===== config.mk =====
export PLATFORM = sky130hd
export DESIGN_NAME = smtp_data_dot_unstuffer_top_flat
export DESIGN_NICKNAME = d
export VERILOG_FILES = /design/src/rtl/smtpdu_pkg.sv /design/src/rtl/smtpdu_req_if.sv /design/src/rtl/smtpdu_rsp_if.sv /design/src/rtl/smtpdu_opq.sv /design/src/rtl/smtpdu_front.sv /design/src/rtl/smtpdu_back.sv /design/src/rtl/smtp_data_dot_unstuffer_top.sv /design/src/flat_wrapper.sv
export VERILOG_INCLUDE_DIRS = /design/src /design/src/rtl
export SDC_FILE = /design/constraint.sdc
export NUM_CORES = 1
export LEC_CHECK = 0
export ABC_AREA = 1
export BUFFER_PORTS_ARGS = -buffer_cell sky130_fd_sc_hd__buf_2
export CAP_MARGIN = 20
export CORE_MARGIN = 2
export CORE_UTILIZATION = 50
export CTS_BUF_LIST = sky130_fd_sc_hd__clkbuf_8
export CTS_CLUSTER_DIAMETER = 30
export DETAILED_ROUTE_END_ITERATION = 12
export PLACE_DENSITY_LB_ADDON = 0.1
export SLEW_MARGIN = 10
export SYNTH_ARGS = -nofsm -noshare
export SYNTH_HDL_FRONTEND = slang
export SYNTH_SLANG_ARGS = --single-unit

===== constraint.sdc =====
create_clock -name clock -period 3.82 [get_ports clock]
set_input_delay 0.191 -clock clock [delete_from_list [all_inputs] [get_ports clock]]
set_output_delay 0.191 -clock clock [all_outputs]
set_load 0.01 [all_outputs]

===== src/rtl/smtp_data_dot_unstuffer_top_defines.svh =====
// ----------------------------------------------------------------------------
// SMTP dot unstuffer assertion macros
// Shared concurrent assertion forms for the unstuffer modules.
// ----------------------------------------------------------------------------
`ifndef SMTP_DATA_DOT_UNSTUFFER_TOP_DEFINES_SVH
`define SMTP_DATA_DOT_UNSTUFFER_TOP_DEFINES_SVH

// property holds at every edge out of reset
`define SMTPDU_ASSERT_ALWAYS(label, clk, rst, prop, msg) \
   label: assert property (@(posedge clk) disable iff (rst) (prop)) else $error(msg);

// same-cycle implication
`define SMTPDU_ASSERT_IMPL(label, clk, rst, ante, cons, msg) \
   label: assert property (@(posedge clk) disable iff (rst) (ante) |-> (cons)) \
      else $error(msg);

// next-cycle implication
`define SMTPDU_ASSERT_NEXT(label, clk, rst, ante, cons, msg) \
   label: assert property (@(posedge clk) disable iff (rst) (ante) |=> (cons)) \
      else $error(msg);

`endif


===== src/rtl/smtpdu_pkg.sv =====
`timescale 1ns / 1ps
// ----------------------------------------------------------------------------
// SMTP dot unstuffer package
// Character codes, window size and the op and queue status types shared by the blocks.
// ----------------------------------------------------------------------------
package smtpdu_pkg;

   localparam logic [7:0] CH_CR  = 8'h0D;
   localparam logic [7:0] CH_LF  = 8'h0A;
   localparam logic [7:0] CH_DOT = 8'h2E;

   localparam int WIN_DEPTH = 5;
   localparam int FILL_W    = 3;

   typedef enum logic {
      OP_BYTE,
      OP_FINISH
   } op_kind_type;

   // grp marks work that belongs to the end-of-body item
   typedef struct packed {
      op_kind_type kind;
      logic        grp;
      logic [7:0]  data;
   } op_type;

   typedef struct packed {
      logic full;
      logic empty;
   } q_status_type;

endpackage


===== src/rtl/smtpdu_req_if.sv =====
`timescale 1ns / 1ps
// ----------------------------------------------------------------------------
// SMTP dot unstuffer input channel
// Valid/ready channel carrying one raw body byte per word.
// ----------------------------------------------------------------------------
interface smtpdu_req_if;
   logic       valid;
   logic       ready;
   logic [7:0] data_byte;
   logic       byte_present;
   logic       end_of_body;

   modport source (output valid, data_byte, byte_present, end_of_body, input ready);
   modport sink   (input valid, data_byte, byte_present, end_of_body, output ready);
endinterface


===== src/rtl/smtpdu_rsp_if.sv =====
`timescale 1ns / 1ps
// ----------------------------------------------------------------------------
// SMTP dot unstuffer result channel
// Valid/ready channel carrying one unstuffed body byte per word.
// ----------------------------------------------------------------------------
interface smtpdu_rsp_if;
   logic       valid;
   logic       ready;
   logic [7:0] out_byte;
   logic       out_present;
   logic       out_last;

   modport source (output valid, out_byte, out_present, out_last, input ready);
   modport sink   (input valid, out_byte, out_present, out_last, output ready);
endinterface


===== src/rtl/smtpdu_opq.sv =====
`timescale 1ns / 1ps
`include "smtp_data_dot_unstuffer_top_defines.svh"
// ----------------------------------------------------------------------------
// SMTP dot unstuffer op queue
// Small register FIFO between the window front end and the line back end.
// ----------------------------------------------------------------------------
module smtpdu_opq
   import smtpdu_pkg::*;
#(
   parameter int DEPTH = 4
) (
   input  logic         clock,
   input  logic         reset,
   input  logic         push,
   input  op_type       push_op,
   input  logic         pop,
   output op_type       head_op,
   output q_status_type q_st
);

   localparam int PW = (DEPTH > 1) ? $clog2(DEPTH) : 1;
   localparam int CW = $clog2(DEPTH + 1);

   op_type          mem_ff [DEPTH];
   logic [PW-1:0]   wr_ptr_ff, wr_ptr_in;
   logic [PW-1:0]   rd_ptr_ff, rd_ptr_in;
   logic [CW-1:0]   count_ff, count_in;
   logic            do_push, do_pop;

   assign do_push = push && (count_ff != CW'(DEPTH));
   assign do_pop  = pop && (count_ff != '0);

   assign head_op    = mem_ff[rd_ptr_ff];
   assign q_st.full  = (count_ff == CW'(DEPTH));
   assign q_st.empty = (count_ff == '0);

   always_comb begin
      wr_ptr_in = wr_ptr_ff;
      rd_ptr_in = rd_ptr_ff;
      count_in  = count_ff;
      if (do_push) begin
         wr_ptr_in = (wr_ptr_ff == PW'(DEPTH - 1)) ? '0 : wr_ptr_ff + 1'b1;
      end
      if (do_pop) begin
         rd_ptr_in = (rd_ptr_ff == PW'(DEPTH - 1)) ? '0 : rd_ptr_ff + 1'b1;
      end
      if (do_push && !do_pop) begin
         count_in = count_ff + 1'b1;
      end else if (do_pop && !do_push) begin
         count_in = count_ff - 1'b1;
      end
   end

   always_ff @(posedge clock) begin
      if (reset) begin
         wr_ptr_ff <= '0;
         rd_ptr_ff <= '0;
         count_ff  <= '0;
      end else begin
         wr_ptr_ff <= wr_ptr_in;
         rd_ptr_ff <= rd_ptr_in;
         count_ff  <= count_in;
      end
      if (do_push) begin
         mem_ff[wr_ptr_ff] <= push_op;
      end
   end

   `SMTPDU_ASSERT_IMPL(a_no_push_full, clock, reset, count_ff == CW'(DEPTH), !push, "op queue overflow")
   `SMTPDU_ASSERT_IMPL(a_no_pop_empty, clock, reset, count_ff == '0, !pop, "op queue underflow")
   `SMTPDU_ASSERT_ALWAYS(a_count_range, clock, reset, count_ff <= CW'(DEPTH), "op count out of range")

endmodule


===== src/rtl/smtpdu_front.sv =====
`timescale 1ns / 1ps
`include "smtp_data_dot_unstuffer_top_defines.svh"
// ----------------------------------------------------------------------------
// SMTP dot unstuffer front end
// Holds the newest five bytes, strips the terminator at end of body and
// issues byte and finish ops to the queue.
// ----------------------------------------------------------------------------
module smtpdu_front
   import smtpdu_pkg::*;
(
   input  logic         clock,
   input  logic         reset,
   smtpdu_req_if.sink   req,
   input  q_status_type q_st,
   output logic         push,
   output op_type       push_op
);

   logic [WIN_DEPTH-1:0][7:0] win_ff, win_in;
   logic [FILL_W-1:0]         fill_ff, fill_in;
   logic [FILL_W-1:0]         drain_cnt_ff, drain_cnt_in;
   logic                      drain_ff, drain_in;
   logic                      fire;

   function automatic logic is_dot_crlf(input logic [7:0] a, input logic [7:0] b,
                                        input logic [7:0] c);
      return (a == CH_DOT) && (b == CH_CR) && (c == CH_LF);
   endfunction

   // number of window bytes that survive terminator removal
   function automatic logic [FILL_W-1:0] keep_of(input logic [WIN_DEPTH-1:0][7:0] w,
                                                 input logic [FILL_W-1:0] f);
      logic full_term;
      logic short_term;
      full_term = (f == FILL_W'(WIN_DEPTH)) && (w[0] == CH_CR) && (w[1] == CH_LF) &&
                  is_dot_crlf(w[2], w[3], w[4]);
      unique case (f)
         3'd3:    short_term = is_dot_crlf(w[0], w[1], w[2]);
         3'd4:    short_term = is_dot_crlf(w[1], w[2], w[3]);
         3'd5:    short_term = is_dot_crlf(w[2], w[3], w[4]);
         default: short_term = 1'b0;
      endcase
      if (full_term) begin
         return '0;
      end else if (short_term) begin
         return f - 3'd3;
      end
      return f;
   endfunction

   assign req.ready = !drain_ff && !q_st.full;
   assign fire      = req.valid && req.ready;

   always_comb begin
      win_in       = win_ff;
      fill_in      = fill_ff;
      drain_in     = drain_ff;
      drain_cnt_in = drain_cnt_ff;
      push         = 1'b0;
      push_op      = '{kind: OP_BYTE, grp: req.end_of_body, data: win_ff[0]};
      if (drain_ff) begin
         // flush surviving bytes oldest first, then close the body
         if (!q_st.full) begin
            push        = 1'b1;
            push_op.grp = 1'b1;
            if (drain_cnt_ff != '0) begin
               for (int i = 0; i < WIN_DEPTH - 1; i++) begin
                  win_in[i] = win_ff[i + 1];
               end
               drain_cnt_in = drain_cnt_ff - 1'b1;
            end else begin
               push_op.kind = OP_FINISH;
               drain_in     = 1'b0;
               fill_in      = '0;
            end
         end
      end else if (fire) begin
         if (req.byte_present) begin
            if (fill_ff == FILL_W'(WIN_DEPTH)) begin
               push = 1'b1;
               for (int i = 0; i < WIN_DEPTH - 1; i++) begin
                  win_in[i] = win_ff[i + 1];
               end
               win_in[WIN_DEPTH - 1] = req.data_byte;
            end else begin
               for (int i = 0; i < WIN_DEPTH; i++) begin
                  if (fill_ff == FILL_W'(i)) begin
                     win_in[i] = req.data_byte;
                  end
               end
               fill_in = fill_ff + 1'b1;
            end
         end
         if (req.end_of_body) begin
            drain_in     = 1'b1;
            drain_cnt_in = keep_of(win_in, fill_in);
         end
      end
   end

   always_ff @(posedge clock) begin
      if (reset) begin
         fill_ff      <= '0;
         drain_ff     <= 1'b0;
         drain_cnt_ff <= '0;
      end else begin
         fill_ff      <= fill_in;
         drain_ff     <= drain_in;
         drain_cnt_ff <= drain_cnt_in;
      end
      win_ff <= win_in;
   end

   `SMTPDU_ASSERT_ALWAYS(a_fill_range, clock, reset, fill_ff <= FILL_W'(WIN_DEPTH), "window fill out of range")
   `SMTPDU_ASSERT_NEXT(a_finish_clears, clock, reset, push && (push_op.kind == OP_FINISH), (fill_ff == '0) && !drain_ff, "window not cleared after finish")
   `SMTPDU_ASSERT_IMPL(a_drain_bound, clock, reset, drain_ff, drain_cnt_ff <= fill_ff, "drain count exceeds window fill")

endmodule


===== src/rtl/smtpdu_back.sv =====
`timescale 1ns / 1ps
`include "smtp_data_dot_unstuffer_top_defines.svh"
// ----------------------------------------------------------------------------
// SMTP dot unstuffer back end
// Line stage: splits at LF, drops one CR before LF or end, unstuffs leading
// dots and appends CRLF. One word is held back so the last can be flagged.
// ----------------------------------------------------------------------------
module smtpdu_back
   import smtpdu_pkg::*;
(
   input  logic         clock,
   input  logic         reset,
   input  op_type       head_op,
   input  q_status_type q_st,
   output logic         pop,
   smtpdu_rsp_if.source rsp
);

   typedef enum logic [1:0] {
      LP_START,
      LP_DOT,
      LP_BODY
   } line_pos_type;

   typedef struct packed {
      logic [7:0] data;
      logic       grp;
   } word_type;

   line_pos_type    prog_ff, prog_in, prog_nx;
   logic            held_cr_ff, held_cr_in, held_nx;
   logic [1:0]      step_ff, step_in;
   logic            closing_ff, closing_in;
   logic            pend_v_ff, pend_v_in;
   word_type        pend_ff, pend_in;
   logic            out_v_ff, out_v_in;
   logic [7:0]      out_byte_ff, out_byte_in;
   logic            out_present_ff, out_present_in;
   logic            out_last_ff, out_last_in;

   logic [2:0][7:0] w_list;
   logic [1:0]      n_words;
   logic            emit_c;
   logic            out_free, can_push, advance, last_step;

   // words produced by the op at the head of the queue
   always_comb begin
      w_list  = '0;
      n_words = '0;
      prog_nx = prog_ff;
      held_nx = held_cr_ff;
      emit_c  = 1'b0;
      if (head_op.kind == OP_FINISH) begin
         if (prog_ff != LP_START) begin
            if (prog_ff == LP_DOT) begin
               w_list[n_words] = CH_DOT;
               n_words         = n_words + 2'd1;
            end
            w_list[n_words] = CH_CR;
            n_words         = n_words + 2'd1;
            w_list[n_words] = CH_LF;
            n_words         = n_words + 2'd1;
         end
      end else if (head_op.data == CH_LF) begin
         if (prog_ff == LP_DOT) begin
            w_list[n_words] = CH_DOT;
            n_words         = n_words + 2'd1;
         end
         w_list[n_words] = CH_CR;
         n_words         = n_words + 2'd1;
         w_list[n_words] = CH_LF;
         n_words         = n_words + 2'd1;
         prog_nx         = LP_START;
         held_nx         = 1'b0;
      end else begin
         emit_c = 1'b1;
         unique case (prog_ff)
            LP_START: begin
               if (head_op.data == CH_DOT) begin
                  prog_nx = LP_DOT;
                  emit_c  = 1'b0;
               end else begin
                  prog_nx = LP_BODY;
               end
            end
            LP_DOT: begin
               // second dot of a stuffed pair is dropped
               prog_nx         = LP_BODY;
               w_list[n_words] = CH_DOT;
               n_words         = n_words + 2'd1;
               if (head_op.data == CH_DOT) begin
                  emit_c = 1'b0;
               end
            end
            default: begin
               prog_nx = LP_BODY;
            end
         endcase
         if (emit_c) begin
            if (held_cr_ff) begin
               w_list[n_words] = CH_CR;
               n_words         = n_words + 2'd1;
               held_nx         = 1'b0;
            end
            if (head_op.data == CH_CR) begin
               held_nx = 1'b1;
            end else begin
               w_list[n_words] = head_op.data;
               n_words         = n_words + 2'd1;
            end
         end
      end
   end

   assign out_free  = !out_v_ff || rsp.ready;
   assign can_push  = !pend_v_ff || out_free;
   assign advance   = (n_words == '0) || can_push;
   assign last_step = (n_words == '0) || (step_ff == n_words - 2'd1);

   always_comb begin
      pop            = 1'b0;
      step_in        = step_ff;
      closing_in     = closing_ff;
      prog_in        = prog_ff;
      held_cr_in     = held_cr_ff;
      pend_v_in      = pend_v_ff;
      pend_in        = pend_ff;
      out_v_in       = out_v_ff && !rsp.ready;
      out_byte_in    = out_byte_ff;
      out_present_in = out_present_ff;
      out_last_in    = out_last_ff;
      if (!q_st.empty) begin
         if (closing_ff) begin
            // send the held word, flagged as last if it ends the body, or a bare end marker
            if (out_free) begin
               out_v_in = 1'b1;
               if (pend_v_ff) begin
                  out_byte_in    = pend_ff.data;
                  out_present_in = 1'b1;
                  out_last_in    = pend_ff.grp;
                  pend_v_in      = 1'b0;
               end else begin
                  out_byte_in    = '0;
                  out_present_in = 1'b0;
                  out_last_in    = 1'b1;
               end
               if (!pend_v_ff || pend_ff.grp) begin
                  pop        = 1'b1;
                  closing_in = 1'b0;
                  prog_in    = LP_START;
                  held_cr_in = 1'b0;
               end
            end
         end else if (advance) begin
            if (n_words != '0) begin
               if (pend_v_ff) begin
                  out_v_in       = 1'b1;
                  out_byte_in    = pend_ff.data;
                  out_present_in = 1'b1;
                  out_last_in    = 1'b0;
               end
               pend_v_in    = 1'b1;
               pend_in.data = w_list[step_ff];
               pend_in.grp  = head_op.grp;
            end
            if (last_step) begin
               step_in = '0;
               if (head_op.kind == OP_FINISH) begin
                  closing_in = 1'b1;
               end else begin
                  pop        = 1'b1;
                  prog_in    = prog_nx;
                  held_cr_in = held_nx;
               end
            end else begin
               step_in = step_ff + 2'd1;
            end
         end
      end
   end

   always_ff @(posedge clock) begin
      if (reset) begin
         prog_ff    <= LP_START;
         held_cr_ff <= 1'b0;
         step_ff    <= '0;
         closing_ff <= 1'b0;
         pend_v_ff  <= 1'b0;
         out_v_ff   <= 1'b0;
      end else begin
         prog_ff    <= prog_in;
         held_cr_ff <= held_cr_in;
         step_ff    <= step_in;
         closing_ff <= closing_in;
         pend_v_ff  <= pend_v_in;
         out_v_ff   <= out_v_in;
      end
      pend_ff        <= pend_in;
      out_byte_ff    <= out_byte_in;
      out_present_ff <= out_present_in;
      out_last_ff    <= out_last_in;
   end

   assign rsp.valid       = out_v_ff;
   assign rsp.out_byte    = out_byte_ff;
   assign rsp.out_present = out_present_ff;
   assign rsp.out_last    = out_last_ff;

   `SMTPDU_ASSERT_IMPL(a_marker_form, clock, reset, out_v_ff && !out_present_ff, out_last_ff && (out_byte_ff == '0), "bare marker not last or nonzero")
   `SMTPDU_ASSERT_IMPL(a_closing_head, clock, reset, closing_ff, !q_st.empty && (head_op.kind == OP_FINISH), "closing without finish op")
   `SMTPDU_ASSERT_NEXT(a_close_drains, clock, reset, pop && (head_op.kind == OP_FINISH), !pend_v_ff && !closing_ff, "held word left after body end")

endmodule


===== src/rtl/smtp_data_dot_unstuffer_top.sv =====
`timescale 1ns / 1ps
// Path: a byte reaches the line stage once five newer bytes arrive or the body ends;
//   via the op queue and the held-word register it enters the output register when the next word follows.
// Throughput: 1 byte per cycle while the op queue has room; the back end emits up to 3 words for an LF.
// End of body blocks input while the kept window bytes and the finish op are issued, and longer
//   while the op queue is full.
// Reset: synchronous, active high; clears fill, line state, queue and output valid.
// ----------------------------------------------------------------------------
// SMTP DATA dot unstuffer
// Front window stage, op queue and line back end with a registered output.
// ----------------------------------------------------------------------------
module smtp_data_dot_unstuffer_top
   import smtpdu_pkg::*;
#(
   parameter int QUEUE_DEPTH = 4
) (
   input  logic         clock,
   input  logic         reset,
   smtpdu_req_if.sink   req_ch,
   smtpdu_rsp_if.source rsp_ch
);

   logic         push;
   logic         pop;
   op_type       push_op;
   op_type       head_op;
   q_status_type q_st;

   smtpdu_front u_front (
      .clock   (clock),
      .reset   (reset),
      .req     (req_ch),
      .q_st    (q_st),
      .push    (push),
      .push_op (push_op)
   );

   smtpdu_opq #(
      .DEPTH (QUEUE_DEPTH)
   ) u_opq (
      .clock   (clock),
      .reset   (reset),
      .push    (push),
      .push_op (push_op),
      .pop     (pop),
      .head_op (head_op),
      .q_st    (q_st)
   );

   smtpdu_back u_back (
      .clock   (clock),
      .reset   (reset),
      .head_op (head_op),
      .q_st    (q_st),
      .pop     (pop),
      .rsp     (rsp_ch)
   );

endmodule


===== src/flat_wrapper.sv =====
// flat-port wrapper written by rule: the top's interface ports become plain ports
module smtp_data_dot_unstuffer_top_flat import smtpdu_pkg::*;
#(
   parameter int QUEUE_DEPTH = 4
)
  (clock, reset, req_ch_valid, req_ch_data_byte, req_ch_byte_present, req_ch_end_of_body, req_ch_ready, rsp_ch_valid, rsp_ch_out_byte, rsp_ch_out_present, rsp_ch_out_last, rsp_ch_ready);
  smtpdu_req_if req_ch_i ();
  smtpdu_rsp_if rsp_ch_i ();
  input  logic clock;
  input  logic reset;
  input wire logic [$bits(req_ch_i.valid)-1:0] req_ch_valid;
  input wire logic [$bits(req_ch_i.data_byte)-1:0] req_ch_data_byte;
  input wire logic [$bits(req_ch_i.byte_present)-1:0] req_ch_byte_present;
  input wire logic [$bits(req_ch_i.end_of_body)-1:0] req_ch_end_of_body;
  output wire logic [$bits(req_ch_i.ready)-1:0] req_ch_ready;
  output wire logic [$bits(rsp_ch_i.valid)-1:0] rsp_ch_valid;
  output wire logic [$bits(rsp_ch_i.out_byte)-1:0] rsp_ch_out_byte;
  output wire logic [$bits(rsp_ch_i.out_present)-1:0] rsp_ch_out_present;
  output wire logic [$bits(rsp_ch_i.out_last)-1:0] rsp_ch_out_last;
  input wire logic [$bits(rsp_ch_i.ready)-1:0] rsp_ch_ready;
  assign req_ch_i.valid = req_ch_valid;
  assign req_ch_i.data_byte = req_ch_data_byte;
  assign req_ch_i.byte_present = req_ch_byte_present;
  assign req_ch_i.end_of_body = req_ch_end_of_body;
  assign req_ch_ready = req_ch_i.ready;
  assign rsp_ch_valid = rsp_ch_i.valid;
  assign rsp_ch_out_byte = rsp_ch_i.out_byte;
  assign rsp_ch_out_present = rsp_ch_i.out_present;
  assign rsp_ch_out_last = rsp_ch_i.out_last;
  assign rsp_ch_i.ready = rsp_ch_ready;
  smtp_data_dot_unstuffer_top #(.QUEUE_DEPTH(QUEUE_DEPTH)) u_core (.clock(clock), .reset(reset), .req_ch(req_ch_i), .rsp_ch(rsp_ch_i));
endmodule

Word-level counts from Yosys, hierarchy flattened --
Memories as Yosys holds them, arrays and structs flattened. A register that Yosys moved wholly into a read port is not among the register bits. Index checks and enable logic that the tools add are counted. Widths: inputs -> output; s select.
Operators by class: $add $sub $neg 15, magnitude comparators 13, eq/ne operators 34, muxes and demuxes 170, bitwise operators 18, reductions and logical operators 61
Operators with widths (number):
- $mux 24 | 9
- $mux 8 | 24
- $mux 40 | 4
- $mux 32 | 4
- $demux 8 s2 | 6
- $eq 8x4->1 const B | 10
- $mux 1 | 70
- $mux 2 | 31
- $mux 3 | 18
- $and 5x15->15 | 3
- $not 15->15 | 3
- $and 18x18->18 | 2
- $not 18->18 | 2
- $eq 8x6->1 const B | 4
- $or 3x9->9 | 3
- $bwmux 24 | 1
- $logic_and 1x1->1 | 22
- $lt 2x3->1 const B | 7
- $add 2x1->2 const B | 9
- $reduce_bool 2->1 | 9
- $bmux 8 s2 | 1
- $eq 3x3->1 const B | 5
- $ge 2x1->1 const B | 6
- $or 6x6->6 | 2
- other kinds (27) | 56
Storage, ports and cells: register bits after elaboration 81, bits in writable memories 40, bits of input ports 14, output and inout port bits 12, logic and storage cells 334, memories 1
Memories:
- u_core.u_opq.mem_ff | words 4, bits a word 10, read ports 1, clocked after memory_dff 1, wr ports 1, RTL line smtpdu_opq.sv:24 | op_type mem_ff [DEPTH];

Depth between registers and ports, before layout --
depth after elaboration 25, mapped depth 28, mapped depth without buffers 27

By module --
A second synthesis with hierarchy kept.
Second synthesis, totals: cell total of the unflattened synthesis 984, area, all modules 7552.2 µm²
Modules (own cells, without submodules):
- smtpdu_front | times used 1, cells an instance 572, area each 3749.8 µm², sequential area each 1341.3 µm²
- smtpdu_opq | times used 1, cells an instance 168, area each 1990.7 µm², sequential area each 1381.3 µm²
- smtpdu_back | times used 1, cells an instance 244, area each 1811.7 µm², sequential area each 730.7 µm²

Least setup slack after synthesis --
Ideal clock, no wire load.
path kind reg-to-reg, from reg with a tool-made name, to reg u_core.u_opq.count_ff[1], setup time 0.120 ns, data arrival time 3.129 ns, required time 3.700 ns, setup slack 0.571 ns, stages on the path, launching flop included 22, path buffers 1, period minus slack after synthesis 3.249 ns, cells stage by stage dfxtp_1 > inv_1 > buf_2 > nand3_1 > nand2_1 > nand2_2 > nor2_4 > nand2_2 > nand2_1 > inv_1 > a211oi_1 > o21ai_0 > ha_1 > xor2_1 > nand3_2 > nand3_2 > nand3_4 > ha_1 > inv_1 > fa_1 > o21ai_0 > a21oi_1
RTL lines:
- end signal: assignment | RTL line smtpdu_opq.sv:62 | count_ff <= count_in;
- end: declaration | RTL line smtpdu_opq.sv:27 | logic [CW-1:0] count_ff, count_in;

==> run_summary.xml <==
<?xml version="1.0" encoding="UTF-8"?>
<metrics>
  <group name="pwr">
    <metric name="pwr_density_cell" unit="nW/µm²">626</metric>
    <metric name="worst_case_vdd_ir_drop" unit="µV">304</metric>
    <metric name="power.leakage" unit="µW">0.00368</metric>
  </group>
  <group name="logic_synthesis">
    <metric name="synth_top_cell_by_area" unit="">edfxtp_1</metric>
    <metric name="netlist_instances" unit="">970</metric>
    <metric name="ys_async_sr_fraction" unit="%">0</metric>
    <metric name="synth.avg_cell_area" unit="µm²">7.64</metric>
    <metric name="synth_area" unit="µm²">7410</metric>
    <metric name="post_synth_num_cell_types" unit="">40</metric>
    <metric name="synth_top_cells_by_area" unit="">edfxtp_1 (40%), nand2_1 (13%), inv_1 (6.7%)</metric>
    <metric name="yosysWarningCount" unit="">0</metric>
    <metric name="number_of_synthesized_flops_with_an_enable_pin" unit="">99</metric>
    <metric name="synth_flop_cell" unit="">edfxtp_1</metric>
    <metric name="synth_sequential_area_ratio" unit="%">46.6</metric>
    <metric name="synthesis.nets" unit="">1008</metric>
    <metric name="netlist.area_leader.share" unit="%">40.1</metric>
    <metric name="postSynthRegisterBits" unit="">123</metric>
  </group>
  <group name="critical_path">
    <metric name="worst-path-buf-inv" unit="">3</metric>
    <metric name="setup_crit_start_kind" unit="">flip-flop</metric>
    <metric name="most_common_cell_on_crit_path" unit="">nand2_1</metric>
    <metric name="worst_path_largest_cell_delay" unit="ps">400</metric>
    <metric name="critical_path_arrival" unit="ps">3850</metric>
    <metric name="crit_type" unit="">flip-flop to flip-flop</metric>
    <metric name="crit_path_max_fanout" unit="">17</metric>
    <metric name="worst_path_dominant_cell_family" unit="">simple AND/OR/NAND/NOR gates</metric>
    <metric name="required_time_of_the_worst_setup_path" unit="ps">4200</metric>
    <metric name="worst_path_max_delay_cell" unit="">dfxtp_4</metric>
    <metric name="setup.worst_path.end_class" unit="">flip-flop</metric>
  </group>
  <group name="layout">
    <metric name="post-route-cell-area" unit="µm²">8270</metric>
    <metric name="syn2layout_area_growth" unit="%">11.7</metric>
    <metric name="layout_commonest_cell" unit="">nand2_1</metric>
    <metric name="finalNetCount" unit="">1045</metric>
    <metric name="layout.filler_cells" unit="">1358</metric>
    <metric name="post-route-util" unit="%">57.1</metric>
    <metric name="instances_no_fill" unit="">1204</metric>
    <metric name="layout_common_cells" unit="">nand2_1 (261), inv_1 (134), nor2_1 (128), edfxtp_1 (99), o21ai_0 (85)</metric>
    <metric name="post_route_cells_drive_above_1_share" unit="%">9.80</metric>
    <metric name="antennaDiodeCount" unit="">0</metric>
  </group>
  <group name="die">
    <metric name="floorplan.die_area" unit="µm²">15800</metric>
    <metric name="die_w" unit="µm">126</metric>
    <metric name="core_area" unit="µm²">14500</metric>
    <metric name="initial_utilization" unit="%">51.2</metric>
    <metric name="std_cell_rows" unit="">44</metric>
    <metric name="die_h" unit="µm">126</metric>
    <metric name="top_level_ports" unit="">26</metric>
  </group>
  <group name="global_route">
    <metric name="first_global_vias" unit="">6090</metric>
    <metric name="maximum_number_of_pins_on_one_net_before_global_route_repair" unit="">46</metric>
    <metric name="grt.overflow.total" unit="">0</metric>
    <metric name="antenna_found_initial" unit="">0</metric>
    <metric name="track_usage" unit="%">24.1</metric>
    <metric name="grt_first_pass_wirelength" unit="mm">30.2</metric>
  </group>
  <group name="route">
    <metric name="routed_wl" unit="mm">18.6</metric>
    <metric name="avg_vias_per_cell" unit="">5.33</metric>
    <metric name="drt_pre_antenna_iters" unit="">5</metric>
    <metric name="remaining_drc_errors" unit="">0</metric>
    <metric name="route.vias.total" unit="">6422</metric>
    <metric name="final_routed_wire_length_divided_by_cell_count" unit="µm">15.4</metric>
    <metric name="drt_iter0_drc" unit="">565</metric>
    <metric name="postRouteAntennaNets" unit="">0</metric>
  </group>
  <group name="clock_network">
    <metric name="clock_tree_from_tritoncts" unit="">done</metric>
    <metric name="ctsHtreeMaxLevel" unit="">4</metric>
    <metric name="cell_at_the_root_of_the_clock_tree" unit="">clkbuf_8</metric>
    <metric name="clkLatencyLatePin" unit="ps">450</metric>
    <metric name="path_clk_slew" unit="ps">70</metric>
    <metric name="cts-root-to-sink-buffers" unit="">2</metric>
    <metric name="cts.sink_count" unit="">123</metric>
    <metric name="cts_buffer_count" unit="">17</metric>
    <metric name="holdBufCountCts" unit="">0</metric>
  </group>
  <group name="sta">
    <metric name="worst_tran_pin_value" unit="ps">706</metric>
    <metric name="hold_viol" unit="">0</metric>
    <metric name="fin_tns_setup" unit="ps">0</metric>
    <metric name="finalWorstSetupSlack" unit="ps">348</metric>
    <metric name="fin_crit_sh" unit="%">90.9</metric>
    <metric name="slew_violations" unit="">0</metric>
    <metric name="achievable-frequency" unit="MHz">288</metric>
    <metric name="finalSetupViolations" unit="">0</metric>
    <metric name="finalClockSkew" unit="ps">10.8</metric>
    <metric name="slew_headroom" unit="%">52.7</metric>
    <metric name="finalCriticalPeriod" unit="ps">3470</metric>
  </group>
  <group name="run">
    <metric name="drv.max_cap_violation_count" unit="">0</metric>
  </group>
  <group name="run_status">
    <metric name="outcome" unit="">completed</metric>
  </group>
  <group name="place">
    <metric name="dpl-instance-area" unit="µm²">7760</metric>
    <metric name="count_of_buffers_from_port_buffering" unit="">25</metric>
    <metric name="cell_count_post_placement" unit="">1168</metric>
    <metric name="post_dp_hpwl" unit="mm">13.6</metric>
    <metric name="place_ws" unit="ps">259</metric>
    <metric name="gp_routability_congestion" unit="">0.937</metric>
  </group>
  <group name="worst_hold_path">
    <metric name="min-delay-path-class" unit="">input port to flip-flop</metric>
  </group>
</metrics>
## final cells by class
cell class	count	area (µm²)	area share, %
flip-flops and latches	123	3460	41.8
well taps	184	230	2.78
inverters	136	515	6.23
multi-input cells	680	3300	39.9
clock inverters	14	205	2.48
repair buffers	49	318	3.84
clock buffers	18	248	2.99
## cells by family after synthesis
group | after synthesis | share of synthesized area, %
AO/OA/AOI/OAI | 172 | 12.9
XOR/XNOR | 4 | 0.473
adder cells (fa/ha/maj) | 24 | 4.16
buffers and inverters | 167 | 8.99
flip-flops | 123 | 46.6
AND/OR/NAND/NOR | 480 | 26.8
## path summary, 6_finish.rpt
check / from / endpoint / slack (ps) / cells past startpoint
max: flip-flop / u_core.u_opq.count_ff[2]$_SDFFE_PP0P_ / 350 / 25
min: req_ch_end_of_body / u_core.u_front.drain_ff$_SDFF_PP0_ / 30 / 3
max reg2reg: flip-flop / u_core.u_opq.count_ff[2]$_SDFFE_PP0P_ / 350 / 25
min reg2reg: u_core.u_front.drain_cnt_ff[1]$_SDFFE_PP0P_ / u_core.u_front.drain_cnt_ff[1]$_SDFFE_PP0P_ / 470 / 2
## worst register-to-register path, stage by stage, from the launching register on
cell	delay, ps
dfxtp_4	400
buf_12	150
nand2_1	70
nand2_1	60
nand2_1	40
nand2_1	110
nand2_1	90
nor2_2	140
nand2_2	100
nand2_1	100
inv_1	90
a211oi_2	160
o21ai_0	120
ha_1	300
xor2_1	150
nand3_2	110
nand3_2	90
nand3_4	100
ha_1	150
inv_1	70
fa_1	390
nor2_1	110
nor2_1	40
nand2_1	70
o21ai_0	70
a21oi_1	120
## cell usage after synthesis, types with 5 or more instances
cell      count
a211oi_1      6
a21oi_1      45
a22oi_1       5
buf_2        13
clkbuf_1     13
dfxtp_1      24
edfxtp_1     99
ha_1         23
inv_1       133
nand2_1     262
nand2_2       5
nand3_1      50
nand4_1       9
nor2_1      128
nor3_1        9
o211ai_1     11
o21ai_0      85
o221ai_1      5
## flip-flops by register name, summed over array words and instances (netlist names), named ones only
| signal | count |
|---|---|
| u_core.u_back.pend_ff | 9 |
| u_core.u_opq.mem_ff | 40 |
| u_core.u_back.rsp.out_last | 1 |
| u_core.u_back.step_ff | 2 |
| u_core.u_back.rsp.out_present | 1 |
| u_core.u_front.win_ff | 32 |
| u_core.u_opq.wr_ptr_ff | 2 |
| u_core.u_back.rsp.valid | 1 |
| u_core.u_opq.count_ff | 3 |
| u_core.u_back.held_cr_ff | 1 |
| u_core.u_back.closing_ff | 1 |
| u_core.u_back.prog_ff | 2 |
| u_core.u_back.rsp.out_byte | 8 |
| u_core.u_opq.rd_ptr_ff | 2 |
| u_core.u_front.drain_ff | 1 |
| u_core.u_front.fill_ff | 3 |
| u_core.u_back.pend_v_ff | 1 |
| u_core.u_front.drain_cnt_ff | 3 |
| u_core.u_front.push_op | 8 |
## per-layer routing
metal  global-route usage, %  vias to the layer above  share of wire (%)
met1                    28.1                     2925                 42
li1                        -                     3266                  -
met2                    43.4                      178                 51
met5                       0                        -                  0
met3                    4.21                       53                3.4
met4                    11.0                        0                3.5
## power by group
part           internal, µW  switching (µW)
registers              1870             196
logic                   602            1200
clock network           787             536
## metrics by stage
step | hold slack (ps) | power (µW)
4_1_cts | 15.4 | 5150
3_3_place_gp | 464 | 3820
2_1_floorplan | 353 | 3330
3_5_place_dp | 467 | 3830
5_1_grt | 57.0 | 5540
6_report | 33.6 | 5180
## what timing repair did
action / in CTS / in global routing
endpoints found under the setup margin: 0 / 2
setup buffers: 0 / 4
resized for setup: 0 / 12
Power figures use the tool's default switching activity.
